$ cat src/rtl/core/sat_pkg.sv
// Shared types and constants for the shell argument tokenizer.
`default_nettype none

package sat_pkg;

    localparam int MaxLine = 4096;
    localparam int PosLimitInt = ((MaxLine - 1) < 4095) ? (MaxLine - 1) : 4095;
    localparam logic [11:0] PosLimit = PosLimitInt[11:0];
    localparam logic [11:0] LenLimit = 12'd4095;
    localparam logic [12:0] CountLimit = 13'd4096;
    localparam logic [12:0] SizeLimit = 13'd8191;

    localparam logic [7:0] ChSquote = 8'h27;
    localparam logic [7:0] ChDquote = 8'h22;
    localparam logic [7:0] ChBslash = 8'h5C;

    localparam int FifoDepth = 4;

    typedef enum logic [2:0] {
        LEX_NORMAL,
        LEX_SQUOTE,
        LEX_DQUOTE,
        LEX_DQ_ESC,
        LEX_ESC
    } t_lex_mode;

    typedef enum logic [1:0] {
        KIND_CHAR,
        KIND_END,
        KIND_DONE
    } t_kind;

    typedef enum logic [1:0] {
        ST_OK,
        ST_UNTERM,
        ST_TRAIL_BSL
    } t_status;

    typedef struct packed {
        t_kind       kind;
        logic [7:0]  out_char;
        logic [12:0] arg_index;
        t_status     status;
        logic [11:0] error_position;
        logic [12:0] arg_count;
        logic [12:0] total_size;
        logic        last;
    } t_result;

    // Results produced by one item: count 0..2, res0 first.
    typedef struct packed {
        logic [1:0] cnt;
        t_result    res0;
        t_result    res1;
    } t_push;

endpackage

`default_nettype wire

$ cat src/rtl/core/sat_lex.sv
// Lexer state and per-byte result generation for the argument tokenizer.
`default_nettype none

module sat_lex
    import sat_pkg::*;
(
    input  wire logic       i_clk,
    input  wire logic       i_rst_n,
    input  wire logic       i_fire,
    input  wire logic [7:0] i_ch,
    output t_push           o_push
);

    t_lex_mode   r_mode, n_mode;
    logic        r_in_arg, n_in_arg;
    logic [11:0] r_pos, n_pos;
    logic [11:0] r_open, n_open;
    logic [12:0] r_count, n_count;
    logic [12:0] r_size, n_size;
    logic [11:0] r_len, n_len;

    logic [13:0] sum;
    logic [12:0] close_size;
    logic [12:0] close_count;
    logic [11:0] len_inc1;
    logic [11:0] len_inc2;
    logic        is_space;
    t_result     char_res;
    t_result     end_res;
    t_result     done_res;

    always_comb begin
        sum         = {1'b0, r_size} + {2'b00, r_len} + 14'd1;
        close_size  = (sum > {1'b0, SizeLimit}) ? SizeLimit : sum[12:0];
        close_count = (r_count < CountLimit) ? r_count + 13'd1 : r_count;
        len_inc1    = (r_len < LenLimit) ? r_len + 12'd1 : r_len;
        len_inc2    = (r_len < LenLimit - 12'd1) ? r_len + 12'd2 : LenLimit;
        is_space    = ((i_ch >= 8'd9) && (i_ch <= 8'd13)) || (i_ch == 8'd32);

        char_res           = '0;
        char_res.kind      = KIND_CHAR;
        char_res.out_char  = i_ch;
        char_res.arg_index = r_count;
        char_res.status    = ST_OK;

        end_res           = '0;
        end_res.kind      = KIND_END;
        end_res.arg_index = r_count;
        end_res.status    = ST_OK;

        done_res            = '0;
        done_res.kind       = KIND_DONE;
        done_res.status     = ST_OK;
        done_res.arg_count  = r_count;
        done_res.total_size = r_size;
        done_res.last       = 1'b1;

        n_mode   = r_mode;
        n_in_arg = r_in_arg;
        n_pos    = (r_pos < PosLimit) ? r_pos + 12'd1 : r_pos;
        n_open   = r_open;
        n_count  = r_count;
        n_size   = r_size;
        n_len    = r_len;
        o_push   = '0;

        if (i_ch == 8'd0) begin
            unique case (r_mode)
                LEX_SQUOTE, LEX_DQUOTE, LEX_DQ_ESC: begin
                    done_res.status         = ST_UNTERM;
                    done_res.error_position = r_open;
                    o_push.cnt              = 2'd1;
                    o_push.res0             = done_res;
                end
                LEX_ESC: begin
                    done_res.status         = ST_TRAIL_BSL;
                    done_res.error_position = r_open;
                    o_push.cnt              = 2'd1;
                    o_push.res0             = done_res;
                end
                default: begin
                    if (r_in_arg) begin
                        // Close the open argument, then report the line.
                        done_res.arg_count  = close_count;
                        done_res.total_size = close_size;
                        o_push.cnt          = 2'd2;
                        o_push.res0         = end_res;
                        o_push.res1         = done_res;
                    end else begin
                        o_push.cnt  = 2'd1;
                        o_push.res0 = done_res;
                    end
                end
            endcase
            // Start a fresh line.
            n_mode   = LEX_NORMAL;
            n_in_arg = 1'b0;
            n_pos    = '0;
            n_open   = '0;
            n_count  = '0;
            n_size   = '0;
            n_len    = '0;
        end else begin
            unique case (r_mode)
                LEX_SQUOTE: begin
                    if (i_ch == ChSquote) begin
                        n_mode = LEX_NORMAL;
                    end else begin
                        n_in_arg    = 1'b1;
                        n_len       = len_inc1;
                        o_push.cnt  = 2'd1;
                        o_push.res0 = char_res;
                    end
                end
                LEX_DQUOTE: begin
                    if (i_ch == ChDquote) begin
                        n_mode = LEX_NORMAL;
                    end else if (i_ch == ChBslash) begin
                        n_mode = LEX_DQ_ESC;
                    end else begin
                        n_in_arg    = 1'b1;
                        n_len       = len_inc1;
                        o_push.cnt  = 2'd1;
                        o_push.res0 = char_res;
                    end
                end
                LEX_DQ_ESC: begin
                    n_mode   = LEX_DQUOTE;
                    n_in_arg = 1'b1;
                    if ((i_ch != ChBslash) && (i_ch != ChDquote)) begin
                        // Keep the backslash as a literal before the byte.
                        n_len                = len_inc2;
                        o_push.cnt           = 2'd2;
                        o_push.res0          = char_res;
                        o_push.res0.out_char = ChBslash;
                        o_push.res1          = char_res;
                        o_push.res1.last     = 1'b1;
                    end else begin
                        n_len       = len_inc1;
                        o_push.cnt  = 2'd1;
                        o_push.res0 = char_res;
                    end
                end
                LEX_ESC: begin
                    n_mode      = LEX_NORMAL;
                    n_in_arg    = 1'b1;
                    n_len       = len_inc1;
                    o_push.cnt  = 2'd1;
                    o_push.res0 = char_res;
                end
                default: begin
                    n_mode = LEX_NORMAL;
                    if (is_space) begin
                        if (r_in_arg) begin
                            n_count     = close_count;
                            n_size      = close_size;
                            n_in_arg    = 1'b0;
                            n_len       = '0;
                            o_push.cnt  = 2'd1;
                            o_push.res0 = end_res;
                        end
                    end else if (i_ch == ChSquote) begin
                        n_open = r_pos;
                        n_mode = LEX_SQUOTE;
                    end else if (i_ch == ChDquote) begin
                        n_open = r_pos;
                        n_mode = LEX_DQUOTE;
                    end else if (i_ch == ChBslash) begin
                        n_open = r_pos;
                        n_mode = LEX_ESC;
                    end else begin
                        n_in_arg    = 1'b1;
                        n_len       = len_inc1;
                        o_push.cnt  = 2'd1;
                        o_push.res0 = char_res;
                    end
                end
            endcase
            // The single result of an item is its last one.
            if (o_push.cnt == 2'd1) begin
                o_push.res0.last = 1'b1;
            end
        end
    end

    always_ff @(posedge i_clk) begin
        if (!i_rst_n) begin
            r_mode   <= LEX_NORMAL;
            r_in_arg <= 1'b0;
            r_pos    <= '0;
            r_open   <= '0;
            r_count  <= '0;
            r_size   <= '0;
            r_len    <= '0;
        end else if (i_fire) begin
            r_mode   <= n_mode;
            r_in_arg <= n_in_arg;
            r_pos    <= n_pos;
            r_open   <= n_open;
            r_count  <= n_count;
            r_size   <= n_size;
            r_len    <= n_len;
        end
    end

endmodule

`default_nettype wire

$ cat src/rtl/core/sat_fifo.sv
// Result queue: takes up to two results a cycle, hands out one unless stalled.
`default_nettype none

module sat_fifo
    import sat_pkg::*;
(
    input  wire logic  i_clk,
    input  wire logic  i_rst_n,
    input  wire logic  i_push_en,
    input  wire t_push i_push,
    output logic       o_room,
    output logic       o_valid,
    input  wire logic  i_stall,
    output t_result    o_res
);

    localparam int AddrW = $clog2(FifoDepth);
    localparam int CntW  = $clog2(FifoDepth + 1);
    localparam logic [CntW-1:0] RoomMax = CntW'(FifoDepth - 2);

    t_result           r_mem [FifoDepth];
    logic [AddrW-1:0]  r_wr, n_wr;
    logic [AddrW-1:0]  r_rd, n_rd;
    logic [CntW-1:0]   r_cnt, n_cnt;
    logic [AddrW-1:0]  wr_next;
    logic [CntW-1:0]   push_n;
    logic              pop;

    always_comb begin
        o_room  = (r_cnt <= RoomMax);
        o_valid = (r_cnt != '0);
        o_res   = r_mem[r_rd];
        pop     = o_valid && !i_stall;
        push_n  = i_push_en ? CntW'(i_push.cnt) : '0;
        wr_next = r_wr + AddrW'(1);
        n_wr    = r_wr + AddrW'(push_n);
        n_rd    = pop ? r_rd + AddrW'(1) : r_rd;
        n_cnt   = r_cnt + push_n - (pop ? CntW'(1) : '0);
    end

    always_ff @(posedge i_clk) begin
        if (i_push_en && (i_push.cnt != 2'd0)) begin
            r_mem[r_wr] <= i_push.res0;
        end
        if (i_push_en && (i_push.cnt == 2'd2)) begin
            r_mem[wr_next] <= i_push.res1;
        end
    end

    always_ff @(posedge i_clk) begin
        if (!i_rst_n) begin
            r_wr  <= '0;
            r_rd  <= '0;
            r_cnt <= '0;
        end else begin
            r_wr  <= n_wr;
            r_rd  <= n_rd;
            r_cnt <= n_cnt;
        end
    end

endmodule

`default_nettype wire

$ cat src/rtl/core/shell_argument_tokenizer_top.sv
// Top level of the shell-style command line argument tokenizer.
//
// Input channel (i_valid / o_stall): one command-line byte per item on
// i_ch; a byte of 0 ends the line. An item is taken at a clock edge with
// i_valid high and o_stall low.
// Output channel (o_valid / i_stall): one result item per handshake:
// argument characters, argument ends and a line-done item carrying the
// argument count, total size, status and error position. o_last marks
// the final result caused by an input byte; a byte may cause none.
// A byte lands in the input register at its accept edge; its results enter
// the four-entry result queue once the queue has room for two results,
// and are offered from the head of the queue.
// Throughput: one byte per cycle. A byte that yields two results (line end
// with an open argument, or a kept backslash inside double quotes) adds a
// queue entry that drains at one result per cycle while i_stall is low;
// the input stalls only while the queue lacks room for two results.
// Reset (synchronous, active low): empties the queue, drops any held byte
// and returns the lexer to the start of a line outside any quote.
// When the receiver stalls, the head result holds steady and the queue
// fills; with three or more results queued and a byte held, o_stall rises.
`default_nettype none

module shell_argument_tokenizer_top
    import sat_pkg::*;
(
    input  wire logic        i_clk,
    input  wire logic        i_rst_n,
    input  wire logic        i_valid,
    output logic             o_stall,
    input  wire logic [7:0]  i_ch,
    output logic             o_valid,
    input  wire logic        i_stall,
    output logic [1:0]       o_kind,
    output logic [7:0]       o_out_char,
    output logic [12:0]      o_arg_index,
    output logic [1:0]       o_status,
    output logic [11:0]      o_error_position,
    output logic [12:0]      o_arg_count,
    output logic [12:0]      o_total_size,
    output logic             o_last
);

    logic        r_in_valid, n_in_valid;
    logic [7:0]  r_in_ch;
    logic        fifo_room;
    logic        fire;
    logic        accept;
    t_push       push;
    t_result     head;

    // Process the held byte whenever the queue can absorb two results.
    always_comb begin
        fire       = r_in_valid && fifo_room;
        o_stall    = r_in_valid && !fifo_room;
        accept     = i_valid && !o_stall;
        n_in_valid = accept ? 1'b1 : (fire ? 1'b0 : r_in_valid);
    end

    always_ff @(posedge i_clk) begin
        if (!i_rst_n) begin
            r_in_valid <= 1'b0;
        end else begin
            r_in_valid <= n_in_valid;
        end
    end

    // Byte register: load on accept, hold otherwise.
    always_ff @(posedge i_clk) begin
        if (accept) begin
            r_in_ch <= i_ch;
        end
    end

    sat_lex u_lex (
        .i_clk   (i_clk),
        .i_rst_n (i_rst_n),
        .i_fire  (fire),
        .i_ch    (r_in_ch),
        .o_push  (push)
    );

    sat_fifo u_fifo (
        .i_clk     (i_clk),
        .i_rst_n   (i_rst_n),
        .i_push_en (fire),
        .i_push    (push),
        .o_room    (fifo_room),
        .o_valid   (o_valid),
        .i_stall   (i_stall),
        .o_res     (head)
    );

    assign o_kind           = head.kind;
    assign o_out_char       = head.out_char;
    assign o_arg_index      = head.arg_index;
    assign o_status         = head.status;
    assign o_error_position = head.error_position;
    assign o_arg_count      = head.arg_count;
    assign o_total_size     = head.total_size;
    assign o_last           = head.last;

endmodule

`default_nettype wire

$ cat config.mk
export PLATFORM = sky130hd
export DESIGN_NAME = shell_argument_tokenizer_top
export DESIGN_NICKNAME = d
export VERILOG_FILES = /design/src/rtl/core/sat_pkg.sv /design/src/rtl/core/sat_lex.sv /design/src/rtl/core/sat_fifo.sv /design/src/rtl/core/shell_argument_tokenizer_top.sv
export SDC_FILE = /design/constraint.sdc
export NUM_CORES = 1
export LEC_CHECK = 0
export BUFFER_PORTS_ARGS = -buffer_cell sky130_fd_sc_hd__buf_2
export CAP_MARGIN = 20
export CORE_ASPECT_RATIO = 1.25
export CORE_MARGIN = 3
export CORE_UTILIZATION = 55
export DETAILED_ROUTE_END_ITERATION = 10
export GPL_ROUTABILITY_DRIVEN = 1
export MAX_ROUTING_LAYER = met4
export PLACE_DENSITY = 0.8
export SETUP_SLACK_MARGIN = 0.02
export SYNTH_ARGS = -nofsm -noshare
export SYNTH_HDL_FRONTEND = slang
export SYNTH_SLANG_ARGS = --single-unit
$ cat constraint.sdc
create_clock -name i_clk -period 8.83 [get_ports i_clk]
set_input_delay 1.766 -clock i_clk [delete_from_list [all_inputs] [get_ports i_clk]]
set_output_delay 1.766 -clock i_clk [all_outputs]
set_load 0.05 [all_outputs]
==> metrics.txt, run 1 <==
Max transition margin 29.2%; design area about 20000 um2; worst-margin pin slew 1060 ps; register area a little under 9000 um2; worst hold stages 2; GRT Residual Overflow 0; Hold Crit Endpoint u_fifo.r_mem[1][33]; dpl hpwl 33000 um; Via density 6.86; GR Util All Layers 29.5%; Port Buffers 77; final setup fails 0; core footprint 32100 um2; Final min period 4560 ps; final core occ between 60% and 70%; Post-Syn Instances between 1500 and 2000; final setup TNS 0 ps; drt wl/cell approximately 24 um; clk_lat worst skew 540 ps; CP required about 7100 ps; Area Growth Syn to Fin 9.07%; status finished clean; synth warn 0; Post-synth EDFFs just over 200; layout cells sized above 1 between 10% and 20%; initial antenna violation count 0; CTS buffer count 35; Critical R2R Capture u_fifo.r_mem[3][15]; sequential element share of the synthesized area 49.1%; max_cap viols 0; first-pass GRT wire length ~80000 um; Fill cells 2494; vias in the first global route between 10000 and 15000; Worst Hold Class register to register; boundary pin count 78; initial core utilization 56.2%; vias ~15000; FF-to-FF Start r_in_ch[6]; Worst-path clk slew 60 ps; Cell Area, Placed 18500 um2; # rows 73; Max FO, Critical Path 38; die area 35000 um2; Yosys reg bits 340; crit path DAT 2800 ps; mean post-synth cell area about 10 um2; top cells by count, synth 204 x edfxtp_1, 189 x nand2_1, 169 x o21ai_0, 136 x dfxtp_1, 132 x clkbuf_1; kind of critical path register to output pin; Startpoint Class register; final hold viol count 0; DRC violations left 0; Clock Sinks 340; TritonRoute pass-1 iters 6; Die Height 208 um; DP Worst Slack 4760 ps; Max clock buf depth 3; CTS tree done; Clock Skew 22.9 ps; Final WS setup ~4300 ps; n_diodes 0; Final ANT Viol Nets 0; CTS resizes 0; maximum vdd ir drop around 0.18 mV; GPL Wtd Cong between 0.9 and 1; nets 1759; Final period util 51.7%; Setup Buffers After CTS 0; Pins Over Slew Limit 0; post-synthesis cell area 18000 um2; multi-input combinational cell area about 8400 um2; clk root buf clkbuf_16; hold_sp u_fifo.r_mem[1][33]; R2R Setup Slk 4770 ps; area share of the largest cell type after synthesis about a third; R2R cell count 7; count leader, synth edfxtp_1; Synth async-reset ratio 0%; Area contributors post-synth edfxtp_1 34%, dfxtp_1 15%, mux4_2 8.0%; PD cells 217 nW/um2; maximum clock rate 219 MHz; 1st-iter DRT viols between 1500 and 2000; RSZ-0062 raised after global routing no; final wirelength 51600 um; CTS Hold Buffers Added 0; top_reg_cell synth edfxtp_1; H-tree Lvls 2; nature of the critical path endpoint output pin; Synth area leader edfxtp_1; Post-Syn Nets 1776; WHS 455 ps; Synth cell types 74; pin count of the biggest net entering global routing 75; Die X-Extent 168 um; Leakage 6.52 nW
## metrics by stage
stage | total power [mW] | instances
2_1_floorplan | 2.58 | 1742
3_3_place_gp | 2.79 | 2099
3_5_place_dp | 2.80 | 2099
4_1_cts | 4.28 | 2162
5_1_grt | 4.38 | 2163
6_report | 4.26 | 2163
## state kept, by name, summed over array words and instances (netlist names), named ones only
name and flops:
u_lex.r_in_arg 1, u_lex.r_mode 3, u_fifo.r_rd 2, u_lex.r_size 13, u_fifo.r_cnt 3, r_in_ch 8
u_lex.r_pos 12, u_fifo.r_mem 256, u_lex.r_len 12, u_lex.r_open 12, u_fifo.r_wr 2, r_in_valid 1
u_lex.r_count 13
## cell type report
cell class,count,area share [%]
Clock buffer,45,4.70
Clock inverter,18,1.11
Inverter,25,0.478
Multi-Input combinational cell,1219,43.0
Sequential cell,340,45.1
Tap cell,412,2.62
Timing Repair Buffer,104,3.01
## cells by family (layout without fill, tap and decap cells)
group | count (synthesis) | in the layout | synth area share, %
flops | 340 | 340 | 49.1
compound gates | 539 | 539 | 20.4
mux | 72 | 72 | 8.45
fa+ha+maj | 22 | 22 | 1.61
simple gates | 552 | 552 | 14.6
xor+xnor | 34 | 34 | 1.65
buf+inv | 183 | 192 | 4.16
## power by group
group	internal, mW	switching [mW]	leakage, nW
Clock	0.867	0.636	0.552
Combinational	0.299	0.619	2.97
Sequential	1.75	0.0977	3.00
## how the worst max path moves through the flow
| stage | start | endpoint |
|---|---|---|
| after floorplan | register | o_arg_count[0] |
| after global placement | register | o_kind[0] |
| after detailed placement | register | o_kind[0] |
| after CTS | register | o_kind[0] |
| after global routing | register | o_kind[0] |
| final | register | o_kind[0] |
## critical path, cell delays in order (launching register included)
cell     delay, ps
dfxtp_4        710
buf_4          650
mux4_2         620
buf_2          230
## layout by cell type (no fill, tap or decap), drive strengths merged, types with 7 or more instances in the layout
cell type	n
a211oi	10
a21boi	76
a21o	17
a21oi	51
a22o	39
a31oi	14
a32o	23
and2	22
and3	15
buf	104
clkbuf	45
clkinv	10
dfxtp	136
edfxtp	204
ha	20
inv	26
mux2i	7
mux4	64
nand2	189
nand2b	16
nand3	58
nand4	63
nor2	112
nor2b	18
nor3	22
o211ai	8
o21a	11
o21ai	195
o22ai	21
o31ai	32
or3	17
xnor2	18
xor2	16
## routing by layer
| layer | vias up | track usage, % | wire length (um) |
|---|---|---|---|
| li1 | 6543 | - | - |
| met1 | 7159 | 34.9 | 18800 |
| met2 | 916 | 48.8 | 25700 |
| met3 | 210 | 4.35 | 4480 |
| met4 | 0 | 15.5 | 2680 |
| met5 | - | - | 0 |
Power figures use the tool's default switching activity.
==> inputs of run 2 (changes only) <==
--- a/config.mk
+++ b/config.mk
@@ -5,6 +5,7 @@
 export SDC_FILE = /design/constraint.sdc
 export NUM_CORES = 1
 export LEC_CHECK = 0
+export ABC_AREA = 1
 export BUFFER_PORTS_ARGS = -buffer_cell sky130_fd_sc_hd__buf_2
 export CAP_MARGIN = 20
 export CORE_ASPECT_RATIO = 1.25
@@ -13,7 +14,7 @@
 export DETAILED_ROUTE_END_ITERATION = 10
 export GPL_ROUTABILITY_DRIVEN = 1
 export MAX_ROUTING_LAYER = met4
-export PLACE_DENSITY = 0.8
+export PLACE_DENSITY = 0.83
 export SETUP_SLACK_MARGIN = 0.02
 export SYNTH_ARGS = -nofsm -noshare
 export SYNTH_HDL_FRONTEND = slang
==> constraint.sdc (replaced) <==
create_clock -name i_clk -period 3.8 [get_ports i_clk]
set_input_delay 0.76 -clock i_clk [delete_from_list [all_inputs] [get_ports i_clk]]
set_output_delay 0.76 -clock i_clk [all_outputs]
set_load 0.05 [all_outputs]
==> metrics.txt, run 2 <==
Yosys reg bits 340; Leakage around 8.4 nW; final setup TNS 0 ps; TritonRoute pass-1 iters 8; Area Growth Syn to Fin 9.08%; nature of the critical path endpoint output pin; top cells by count, synth 666 x nand2_1, 311 x nor2_1, 229 x o21ai_0, 204 x edfxtp_1, 183 x inv_1; Fill cells roughly 2800; Setup Buffers After CTS 0; Final min period 3620 ps; PD cells 584 nW/um2; clk_lat worst skew 530 ps; largest reg by FF count u_fifo.r_mem; initial core utilization a little under three fifths; # rows 74; FF-to-FF Start r_in_ch[7]; Synth cell types 51; dpl hpwl 33500 um; max reg flops 256; synth warn 0; DRC violations left 0; Max transition margin 28.4%; GR Util All Layers 30.2%; hold_sp i_ch[0]; Area contributors post-synth edfxtp_1 33%, dfxtp_1 15%, nand2_1 14%; final wirelength approximately 54000 um; clk root buf clkbuf_16; Clock Skew around 16 ps; worst-margin pin slew around 1100 ps; Max clock buf depth 3; Final ANT Viol Nets 0; Die X-Extent between 150 and 200 um; vias in the first global route 16500; pin count of the biggest net entering global routing 87; Startpoint Class register; Die Height 211 um; max_cap viols 0; Post-Syn Nets 2457; # placed instances 2808; final setup fails 0; commonest cells after routing, fill and taps aside 662 x nand2_1, 311 x nor2_1, 228 x o21ai_0; final hold viol count 0; Synth area leader edfxtp_1; kind of critical path register to output pin; H-tree Lvls 2; CTS tree done; Largest regs u_fifo.r_mem: 256 flops, u_lex.r_count: 13 flops, u_lex.r_size: 13 flops; CTS resizes 0; Pins Over Slew Limit 0; CTS Hold Buffers Added 0; CP Cell Sequence buf_4, o21ai_0, o22ai_1, buf_2; Worst Hold Class input pin to register; n_diodes 0; nets 2461; 1st-iter DRT viols 2154; Max FO, Critical Path 86; area share of the largest cell type after synthesis 33.1%; RSZ-0062 raised after global routing no; vias 17200; CP peak stage delay between 700 and 800 ps; Synth async-reset ratio 0%; CP required 3040 ps; die area 35900 um2; count leader, synth nand2_1; maximum vdd ir drop 0.416 mV; Port Buffers 77; Post-Syn Instances 2423; crit path DAT 2860 ps; Worst-path clk slew 60 ps; Post-synth EDFFs 204; GRT Residual Overflow 0; mean post-synth cell area 7.64 um2; layout cells sized above 1 under 10%; leading cell type in the layout, fill and taps excluded nand2_1; initial antenna violation count 0; sequential element share of the synthesized area 47.8%; boundary pin count 78; core footprint 33000 um2; drt wl/cell ~19 um; maximum clock rate roughly 280 MHz; final std cells w/o fill approximately 2900; Final period util 95.4%; first-pass GRT wire length ~85000 um; post-synthesis cell area approximately 19000 um2; status finished clean; GPL Wtd Cong 0.910; Clock Sinks 340; Via density 6.00; CTS buffer count 35; top_reg_cell synth edfxtp_1; slowest CP cell buf_4
==> run 2: critical path: cells and delay by family, from the launching register on <==
kind / cells / cell delay (ps)
flip-flops: 1 / 570
buffers and inverters: 2 / 1120
AO/OA/AOI/OAI: 2 / 640
==> run 2: cells by family (layout without fill, tap and decap cells) <==
logic type	after synthesis	in the layout	share of synthesized area [%]
compound gates	512	512	14.7
xor+xnor	36	36	1.70
fa+ha+maj	22	22	1.57
buf+inv	338	367	7.72
flops	340	340	47.8
simple gates	1175	1175	26.5
==> run 2: final cells by class <==
type                    count  area (um2)  share of cell area [%]
well taps                 418         523                    2.59
clock buffers              52        1010                    5.00
repair buffers            106         666                    3.30
inverters                 199         761                    3.77
flip-flops and latches    340        8850                    43.9
clock inverters            10         135                   0.669
multi-input cells        1745        8240                    40.8
==> run 2: where the power goes <==
group / internal [mW] / switching [mW]
combinational: 0.874 / 2.85
clock: 2.05 / 1.45
sequential: 4.35 / 0.223
total: 7.27 / 4.52
==> run 2: final timing paths <==
| path | end | slack [ps] | cells past startpoint |
|---|---|---|---|
| min | r_in_ch[0] | 410 | 1 |
| max reg2reg | u_fifo.r_cnt[2] | 490 | 17 |
| min reg2reg | u_lex.r_open[11] | 450 | 2 |
| max | o_last | 180 | 4 |
==> run 2: per-layer routing <==
metal	part of all wire, %	up-vias	global-route usage, %
met5	0	-	-
met4	4.3	0	14.0
met3	9.7	191	4.44
met2	49	1013	49.8
met1	37	7980	36.6
li1	-	8037	-
==> run 2: through the flow <==
step	hold WS [ps]	power [mW]	cell area [um2]	setup WS [ps]	util [%]
2_1_floorplan	431	7.40	18500	692	-
3_3_place_gp	440	8.23	19000	636	57.8
3_5_place_dp	449	8.33	19000	565	57.8
4_1_cts	396	11.8	20200	244	61.2
5_1_grt	405	12.3	20200	83.6	61.2
6_report	413	11.8	20200	177	61.2
==> inputs of run 3 (changes only) <==
--- a/config.mk
+++ b/config.mk
@@ -5,7 +5,6 @@
 export SDC_FILE = /design/constraint.sdc
 export NUM_CORES = 1
 export LEC_CHECK = 0
-export ABC_AREA = 1
 export BUFFER_PORTS_ARGS = -buffer_cell sky130_fd_sc_hd__buf_2
 export CAP_MARGIN = 20
 export CORE_ASPECT_RATIO = 1.25
==> metrics.txt, run 3 (synthesized netlist as in run 1, its figures left out) <==
register area 8860 um2; GPL Wtd Cong 0.990; Setup Buffers After CTS 0; PD cells 489 nW/um2; CTS tree done; 1st-iter DRT viols 1921; Via density 6.80; drt wl/cell around 23 um; CP peak stage delay 540 ps; # rows 73; design area between 15000 and 20000 um2; met1 Usage GRT 36.5%; CP Cell Sequence or3_1, o32ai_4, mux2i_1, o311ai_2, o21ai_2, nand2_1, nand2_2, buf_12; leading cell type in the layout, fill and taps excluded edfxtp_1; final setup fails 0; Largest regs u_fifo.r_mem: 256 flops, u_lex.r_count: 13 flops, u_lex.r_size: 13 flops; layout cells sized above 1 16.5%; nature of the critical path endpoint register; commonest cells after routing, fill and taps aside 204 x edfxtp_1, 185 x nand2_1, 169 x o21ai_0; Fill cells 2463; Max clock buf depth 3; first-pass GRT wire length 79800 um; Worst Hold Class input pin to register; multi-input combinational cell area 8450 um2; crit path DAT 3780 ps; Pins Over Slew Limit 0; initial antenna violation count 0; maximum clock rate 282 MHz; CTS buffer count 34; Clock Skew between 20 and 25 ps; status finished clean; die area 35000 um2; slowest CP cell or3_1; WHS 406 ps; Clock Sinks 340; initial core utilization 56.2%; CP required 4030 ps; DP Worst Slack 322 ps; Cell Area, Placed between 15000 and 20000 um2; Max FO, Critical Path 20; final wirelength 50500 um; crit path buf inv count 1; H-tree Lvls 2; max reg flops 256; GRT Residual Overflow 0; final setup TNS 0 ps; GR Util All Layers 29.1%; nets approximately 1800; Max transition margin 32.1%; largest reg by FF count u_fifo.r_mem; Final min period approximately 3500 ps; maximum vdd ir drop 0.489 mV; CTS Hold Buffers Added 0; met3 Usage GRT 3.59%; vias 14900; Worst path top cell family by delay compound AO/OA/AOI/OAI gates; boundary pin count 78; vias in the first global route 14600; Area Growth Syn to Fin 10.4%; n_diodes 0; TritonRoute pass-1 iters 6; pin count of the biggest net entering global routing 59; DRC violations left 0; met2 Use GR 47.0%; clk root buf clkbuf_16; kind of critical path register to register; Port Buffers 77; Worst-path clk slew 60 ps; max_cap viols 0; RSZ-0062 raised after global routing no; Die X-Extent 168 um; dpl hpwl 32800 um; clk_lat worst skew between 500 and 600 ps; Leakage 6.63 nW; worst-margin pin slew 1020 ps; Final WS setup 256 ps; Top Usage Layer GRT met2; Die Height 208 um; Startpoint Class register; core footprint between 30000 and 40000 um2; final hold viol count 0; CTS resizes 0; Final ANT Viol Nets 0; Final period util 93.3%
## run 3: cell types whose count changed in the layout (fill, tap and decap cells not counted), sizes merged, moves of 31 or more
cell and change:
o21ai -70, o22ai -68, inv -172, nor2 -208
a22o +39, o31ai +31, mux4 +64, nand3 -69
a21oi -90, nand4 +48, nand2 -496, a21boi +76
## run 3: worst register-to-register path, stage by stage, from the launching register on
cell and delay [ps]:
edfxtp_1 510, or3_1 540, o32ai_4 460, mux2i_1 260, o311ai_2 210, o21ai_2 450, nand2_1 240, nand2_2 340
buf_12 230
## run 3: path summary, 6_finish.rpt
check,start,end,slack [ps],depth (start not counted)
setup / recovery,r_in_ch[6],u_fifo.r_mem[0][20],260,8
hold / removal,i_ch[1],r_in_ch[1],410,1
setup reg to reg,r_in_ch[6],u_fifo.r_mem[0][20],260,8
hold reg to reg,u_fifo.r_mem[1][28],u_fifo.r_mem[1][28],460,2
## run 3: per-layer routing
layer	vias to the layer above	wire length (um)
li1	6634	-
met1	7159	19000
met2	922	24800
met3	194	4230
met4	0	2520
met5	-	0
## run 3: where the power goes
group          switching (mW)  internal, mW
logic                    1.51         0.740
registers               0.189          4.06
clock network            1.44          1.79
total                    3.14          6.58
## run 3: cell type report
cell class | count | share of cell area, %
clock buffers | 41 | 4.57
inverters | 25 | 0.472
well taps | 412 | 2.59
repair buffers | 136 | 4.61
multi-input cells | 1219 | 42.5
flip-flops and latches | 340 | 44.5
clock inverters | 21 | 0.724
## run 3: metrics by stage
| stage | util, % | std cells | power [mW] |
|---|---|---|---|
| 6_report | 62.0 | 2194 | 9.73 |
| 5_1_grt | 62.0 | 2194 | 10.0 |
| 4_1_cts | 62.0 | 2194 | 9.77 |
| 3_5_place_dp | 58.7 | 2132 | 6.58 |
| 3_3_place_gp | 58.7 | 2132 | 6.56 |
| 2_1_floorplan | - | 1742 | 6.01 |
